**src/design/wga_pkg.sv**
```systemverilog
// ----------------------------------------------------------------------------
// wga_pkg: shared types and constants of the weighted Gram accumulator
// Request layouts, command codes, chain token and controller states.
// ----------------------------------------------------------------------------
package wga_pkg;

  localparam int COLUMNS = 16;
  localparam int ColW    = (COLUMNS > 1) ? $clog2(COLUMNS) : 1;
  localparam int CntW    = $clog2(COLUMNS + 1);

  localparam logic [1:0] CMD_CLEAR = 2'd0;
  localparam logic [1:0] CMD_PUSH  = 2'd1;
  localparam logic [1:0] CMD_READ  = 2'd2;

  typedef struct packed {
    logic [1:0]         command;
    logic signed [15:0] sample;
    logic signed [15:0] row_weight;
    logic               row_end;
    logic [3:0]         read_row;
    logic [3:0]         read_col;
  } in_item_t;

  typedef struct packed {
    logic signed [63:0] entry_value;
    logic               overflow_seen;
  } out_item_t;

  // One pushed element traveling down the cell chain.
  typedef struct packed {
    logic               valid;
    logic [ColW-1:0]    col;
    logic signed [31:0] dx;
    logic signed [15:0] x;
  } tok_t;

  typedef enum logic [1:0] {
    ST_IDLE,
    ST_PUSH,
    ST_RD_ADDR,
    ST_RD_OUT
  } state_t;

endpackage

```
**src/design/wga_cell.sv**
```systemverilog
// ----------------------------------------------------------------------------
// wga_cell: one cell of the accumulator chain
// Holds row element idx and the accumulators (idx, j) for j >= idx.
// Multiplies the passing token by its element and adds into entry j.
// ----------------------------------------------------------------------------
module wga_cell (
  input  logic                   clk,
  input  logic                   rst_n,
  input  logic [wga_pkg::ColW-1:0] idx,
  input  wga_pkg::tok_t          tok_in,
  output wga_pkg::tok_t          tok_out,
  input  logic                   clear,
  input  logic                   rd_en,
  input  logic [wga_pkg::ColW-1:0] rd_addr,
  output logic signed [63:0]     rd_data,
  output logic                   rd_valid,
  output logic                   sat
);
  import wga_pkg::*;

  tok_t               tok_r;
  logic signed [15:0] buf_r;
  logic signed [47:0] p_r;
  logic               pv_r;
  logic [ColW-1:0]    pj_r;
  logic signed [63:0] acc_mem [COLUMNS];
  logic [COLUMNS-1:0] vld_r;
  logic signed [63:0] mrd_r;
  logic               mrv_r;

  logic               hit;
  logic               own;
  logic signed [15:0] operand;
  logic signed [47:0] p_nxt;
  logic [ColW-1:0]    maddr;
  logic signed [63:0] base;
  logic signed [64:0] sum;
  logic signed [63:0] sum_sat;

  assign hit     = tok_in.valid && (tok_in.col >= idx);
  assign own     = tok_in.valid && (tok_in.col == idx);
  assign operand = own ? tok_in.x : buf_r;
  assign p_nxt   = tok_in.dx * operand;
  assign maddr   = hit ? tok_in.col : rd_addr;

  assign base = mrv_r ? mrd_r : 64'sd0;
  assign sum  = {base[63], base} + {{17{p_r[47]}}, p_r};

  always_comb begin
    sum_sat = sum[63:0];
    sat     = 1'b0;
    if (pv_r && (sum[64] != sum[63])) begin
      sat     = 1'b1;
      sum_sat = sum[64] ? {1'b1, 63'd0} : {1'b0, {63{1'b1}}};
    end
  end

  always_ff @(posedge clk) begin
    if (!rst_n) begin
      tok_r.valid <= 1'b0;
      pv_r        <= 1'b0;
      vld_r       <= '0;
    end else begin
      tok_r.valid <= tok_in.valid;
      pv_r        <= hit;
      if (clear) begin
        vld_r <= '0;
      end else if (pv_r) begin
        vld_r[pj_r] <= 1'b1;
      end
    end
  end

  always_ff @(posedge clk) begin
    tok_r.col <= tok_in.col;
    tok_r.dx  <= tok_in.dx;
    tok_r.x   <= tok_in.x;
    p_r       <= p_nxt;
    pj_r      <= tok_in.col;
    if (own) begin
      buf_r <= tok_in.x;
    end
    if (hit || rd_en) begin
      mrd_r <= acc_mem[maddr];
      mrv_r <= vld_r[maddr];
    end
    if (pv_r) begin
      acc_mem[pj_r] <= sum_sat;
    end
  end

  assign tok_out  = tok_r;
  assign rd_data  = mrd_r;
  assign rd_valid = mrv_r;

endmodule

```
**config.mk**
```make
export PLATFORM = sky130hd
export DESIGN_NAME = wga_cell
export DESIGN_NICKNAME = d
export VERILOG_FILES = /design/src/design/wga_pkg.sv /design/src/design/wga_cell.sv
export SDC_FILE = /design/constraint.sdc
export NUM_CORES = 2
export LEC_CHECK = 0
export BUFFER_PORTS_ARGS = -buffer_cell sky130_fd_sc_hd__buf_2
export CAP_MARGIN = 0
export CORE_MARGIN = 4
export CORE_UTILIZATION = 48
export DETAILED_ROUTE_END_ITERATION = 8
export GPL_ROUTABILITY_DRIVEN = 0
export PLACE_DENSITY = 0.6
export SETUP_SLACK_MARGIN = 0.15
export SLEW_MARGIN = 15
export SYNTH_ARGS = -nofsm -noshare
export SYNTH_HDL_FRONTEND = slang
export SYNTH_SLANG_ARGS = --single-unit
```
**constraint.sdc**
```tcl
create_clock -name clk -period 13.2 [get_ports clk]
set_clock_uncertainty 0.1 [all_clocks]
set_input_delay 2.64 -clock clk [delete_from_list [all_inputs] [get_ports clk]]
set_output_delay 2.64 -clock clk [all_outputs]
set_load 0.05 [all_outputs]
```
* Word level (Yosys, flattened, before mapping)
Memories as Yosys holds them, arrays and structs flattened. A register that Yosys moved wholly into a read port is not among the register bits. Index checks and enable logic that the tools add are counted.
Storage, ports and cells: register bits 135, RAM bits 1024, input bits 65, output and inout bits 119, word-level logic and storage cells 38, memories kept 1
Memories:
- acc_mem | words 16, width 64, rd ports 1, clocked after memory_dff 1, write ports 1, RTL line wga_cell.sv:26 | logic signed [63:0] acc_mem [COLUMNS];
Cells by class: add/subtract/negate cells 1, multipliers 1, magnitude comparators 4, equal/unequal tests 2, mux-type cells 12, bitwise gates (word level) 2, reductions and logical operators 6
Operators with widths (count):
- $mux 64 | 3
- $add 64x48->65 | 1
- $mul 32x16->48 | 1
- $mux 16 | 1
- $or 16x16->16 | 1
- $lt 4x5->1 const B | 2
- $mux 1 | 5
- $bmux 1 s4 | 1
- $demux 1 s4 | 1
- $eq 4x4->1 | 1
- $ge 4x1->1 const B | 1
- $ge 4x4->1 | 1
- $logic_and 1x1->1 | 4
- $mux 4 | 1
- $reduce_or 2->1 | 1
- $logic_or 1x1->1 | 1
- $ne 1x1->1 | 1
- $not 1->1 | 1

* Depth between registers and ports, before layout
depth in word-level cells 5, mapped depth 32, gate-level depth less buffers 30

* Worst setup path after synthesis
No wires, ideal clock.
path kind input to register, from in idx[2] (netlist name), to reg p_r[41], setup time 72 ps, data arrival time 9793 ps, data required time 13028 ps, setup slack 3235 ps, stages on the path 28, buffers on the path 2, path through inv_1 ha_1 nand3_1 nor2_1 clkbuf_1 mux2_2 clkbuf_1 nand2_1 fa_1 fa_1 fa_1 inv_1 fa_1 fa_1 inv_1 fa_1 inv_1 ha_1 a211oi_1 o211ai_1 a221oi_2 o21ai_0 a2111oi_2 o21ai_1 a211oi_2 o221ai_1 a21oi_1 xnor2_1
Between the ends: cells in the longest elaborated chain, start to end 4
RTL lines:
- start, declared | RTL line wga_cell.sv:9 | input logic [wga_pkg::ColW-1:0] idx,
- $eq 4x4->1 | RTL line wga_cell.sv:41 | assign own = tok_in.valid && (tok_in.col == idx);
- $logic_and 1x1->1 | RTL line wga_cell.sv:41
- $mux 16
- $mul 32x16->48 | RTL line wga_cell.sv:43 | assign p_nxt = tok_in.dx * operand;
- net p_nxt[41] | RTL line wga_cell.sv:34 | logic signed [47:0] p_nxt;
- end signal, assigned | RTL line wga_cell.sv:78 | p_r <= p_nxt;
- end, declared | RTL line wga_cell.sv:23 | logic signed [47:0] p_r;
The timed path passes the listed nets, and every way through them passes these cells. A chain may end at the register's enable or synchronous reset.

* Final worst setup path
from in tok_in[50] (netlist name), to reg p_r[41]
Between the ends: cells in the longest elaborated chain, start to end 4
RTL lines:
- start, declared | RTL line wga_cell.sv:10 | input wga_pkg::tok_t tok_in,
- $eq 4x4->1 | RTL line wga_cell.sv:41
- $logic_and 1x1->1 | RTL line wga_cell.sv:41
- $mux 16
- $mul 32x16->48 | RTL line wga_cell.sv:43
- net p_nxt[41] | RTL line wga_cell.sv:34
The timed path passes the listed nets, and every way through them passes these cells.

==> run metrics <==
Post-synth EDFFs 1089; Min-Delay Path Class reg -> reg; CP peak stage delay 0.82 ns; share of cells above drive strength 1 15.65%; Fillers 11390; CTS Sinks 1223; Setup-failing EPs final 0; Final ANT Viol Nets 0; Die H 379.9 um; clk slew on worst S/H paths 0.06 ns; die width 379.9 um; Pre-antenna DRT Iters 5; sequential cell area 35380 um2; Final HPWL DP 106800 um; Max Cap Viol 0; first-pass GRT wire length 260100 um; vias in the first global route 40740; most frequent cells in the layout edfxtp_1 (1089), inv_1 (579), fa_1 (487), nand2_1 (485), and2_1 (306); total track usage 23.96%; Num CTS Buffers 130; full die area 144300 um2; area occupied by multi-input gates 28080 um2; YS warnings 0; H-tree depth 4; core footprint 137500 um2; CP max stage cell mux2_2; I/O Buffers 183; Crit. End Element flop; most frequent CP cell fa_1; CTS tree built; largest net degree at the start of global routing 131; area delta synth->final 11.13%; measured slew at the worst slew-check pin 1.159 ns; post-DR wirelength/cell 25.33 um; GRT overflow 0; WS Path Type in -> reg; initial antenna violation count 5; Final min period 10.16 ns; max-slew violations 0; post_cts resized 0; Via density 5.709; RSZ-0062 raised after global routing false; final core utilization 53.66%; Final #Nets 5580; number of top-level pins 184; sequential-to-total area share from yosys stat 53.30%; Rel. slew slack 22.21%; Yosys reg bits 1223; # DRC 0; Async SR Flop Fraction 0%; Post-Syn Nets 5437; Peak Freq 0.09839 GHz; dominant synthesized flop cell edfxtp_1; DRT Wirelength 170900 um; hold-fix buffers at CTS 0; outcome complete, no violations; period utilization 76.99%; Fin. Hold Viols 0; Longest Clk Path Bufs 3; Setup Buffers After CTS 0; syn avg cell area 14.12 um2; Initial Utilization 48.29%; commonest non-fill, non-tap cell in the layout edfxtp_1; arrival time worst endpoint 10.73 ns; Clk Latency, worst-skew pair 0.76 ns; Worst setup SP type input port; Final TNS setup 0 ns; clk root buf clkbuf_16; CP max FO 33; FP Rows 136; cell count after synthesis 4703; number of DRC markers in iteration 0 2965; CP Data Required Time 13.77 ns; via count 38520; Synth cell types 78; mapped cell area 66390 um2
-- path summary, 6_finish.rpt --
kind / slack, ns / depth (start not counted) / from / endpoint
min reg2reg: 0.36 / 1 / vld_r[8] / vld_r[8]
max: 3.04 / 27 / tok_in[50] / p_r[41]
max reg2reg: 5.78 / 22 / buf_r[2] / p_r[41]
min: 0.36 / 1 / vld_r[8] / vld_r[8]
-- through the flow --
stage	cell area, um2	std cells	hold slack, ns	worst slack (ns)
2_1_floorplan	66390	4703	0.3354	3.235
3_3_place_gp	69260	6507	0.3421	2.352
3_5_place_dp	69280	6508	0.3510	2.268
4_1_cts	73750	6746	0.3651	3.051
5_1_grt	73780	6746	0.3747	2.617
6_report	73780	6747	0.3648	3.037
-- cell type report --
cell class	count	share of cell area, %
diodes	1	0.003392
flip-flops and latches	1223	47.96
clock buffers	173	4.796
clock inverters	65	1.265
inverters	580	2.951
repair buffers	239	1.930
well taps	1794	3.042
multi-input cells	2672	38.05
-- cells by family after synthesis --
kind of cell               synth area share (%)
adders and majority gates                 18.11
and+or+nand+nor                           7.661
xor gates and xnor gates                  1.491
buffers and inverters                     4.762
muxes                                     9.172
AOI/OAI and AO/OA                         5.505
DFF                                       53.30
-- Yosys cell counts (all sizes together), types with 3 or more instances --
cell	number	area share, %
buf	71	0.60
a21oi	133	1.0
a221oi	3	0.049
clkbuf	157	0.89
o211ai	11	0.13
xnor2	74	0.98
o21ai	134	1.0
and2	306	2.9
o221ai	3	0.040
o2111ai	3	0.049
dfxtp	134	4.0
a31oi	79	0.80
and4	3	0.040
ha	182	3.4
xor2	39	0.51
o21a	29	0.33
or2	6	0.057
nand2	485	2.7
mux4	260	8.8
fa	487	15
mux2i	5	0.081
a31o	3	0.040
o31ai	8	0.11
a211oi	77	0.89
nor2b	43	0.41
o21bai	15	0.18
edfxtp	1089	49
nor2	101	0.57
nand2b	17	0.16
a21o	40	0.45
nor3b	3	0.049
mux2	16	0.27
nand3	19	0.14
inv	580	3.3
nor3	17	0.15
o31a	3	0.040
nand4	22	0.21
a211o	5	0.068
and3	14	0.14
-- flip-flops by register name, summed over array words and instances (netlist names) --
register  count
p_r          48
pv_r          1
acc_mem    1024
tok_out      49
buf_r        16
rd_valid      1
vld_r        16
pj_r          4
rd_data      64
-- layer usage --
layer,routed length (um),global-route usage [%],up-vias
met1,72010,32.77,20270
met2,85120,40.79,1218
li1,-,-,16800
met5,0,0,-
met4,3531,5.370,0
met3,10210,3.782,229
-- critical path, delay by kind of cell --
kind,cells,cell delay (ns)
adders and majority gates,8,3.68
muxes,1,0.82
and+or+nand+nor,3,0.44
buffers and inverters,5,0.60
xor gates and xnor gates,1,0.13
AOI/OAI and AO/OA,9,2.34
Power is not shown: default switching activity piles up to over one toggle a cycle in this logic, so the estimate is an artifact.
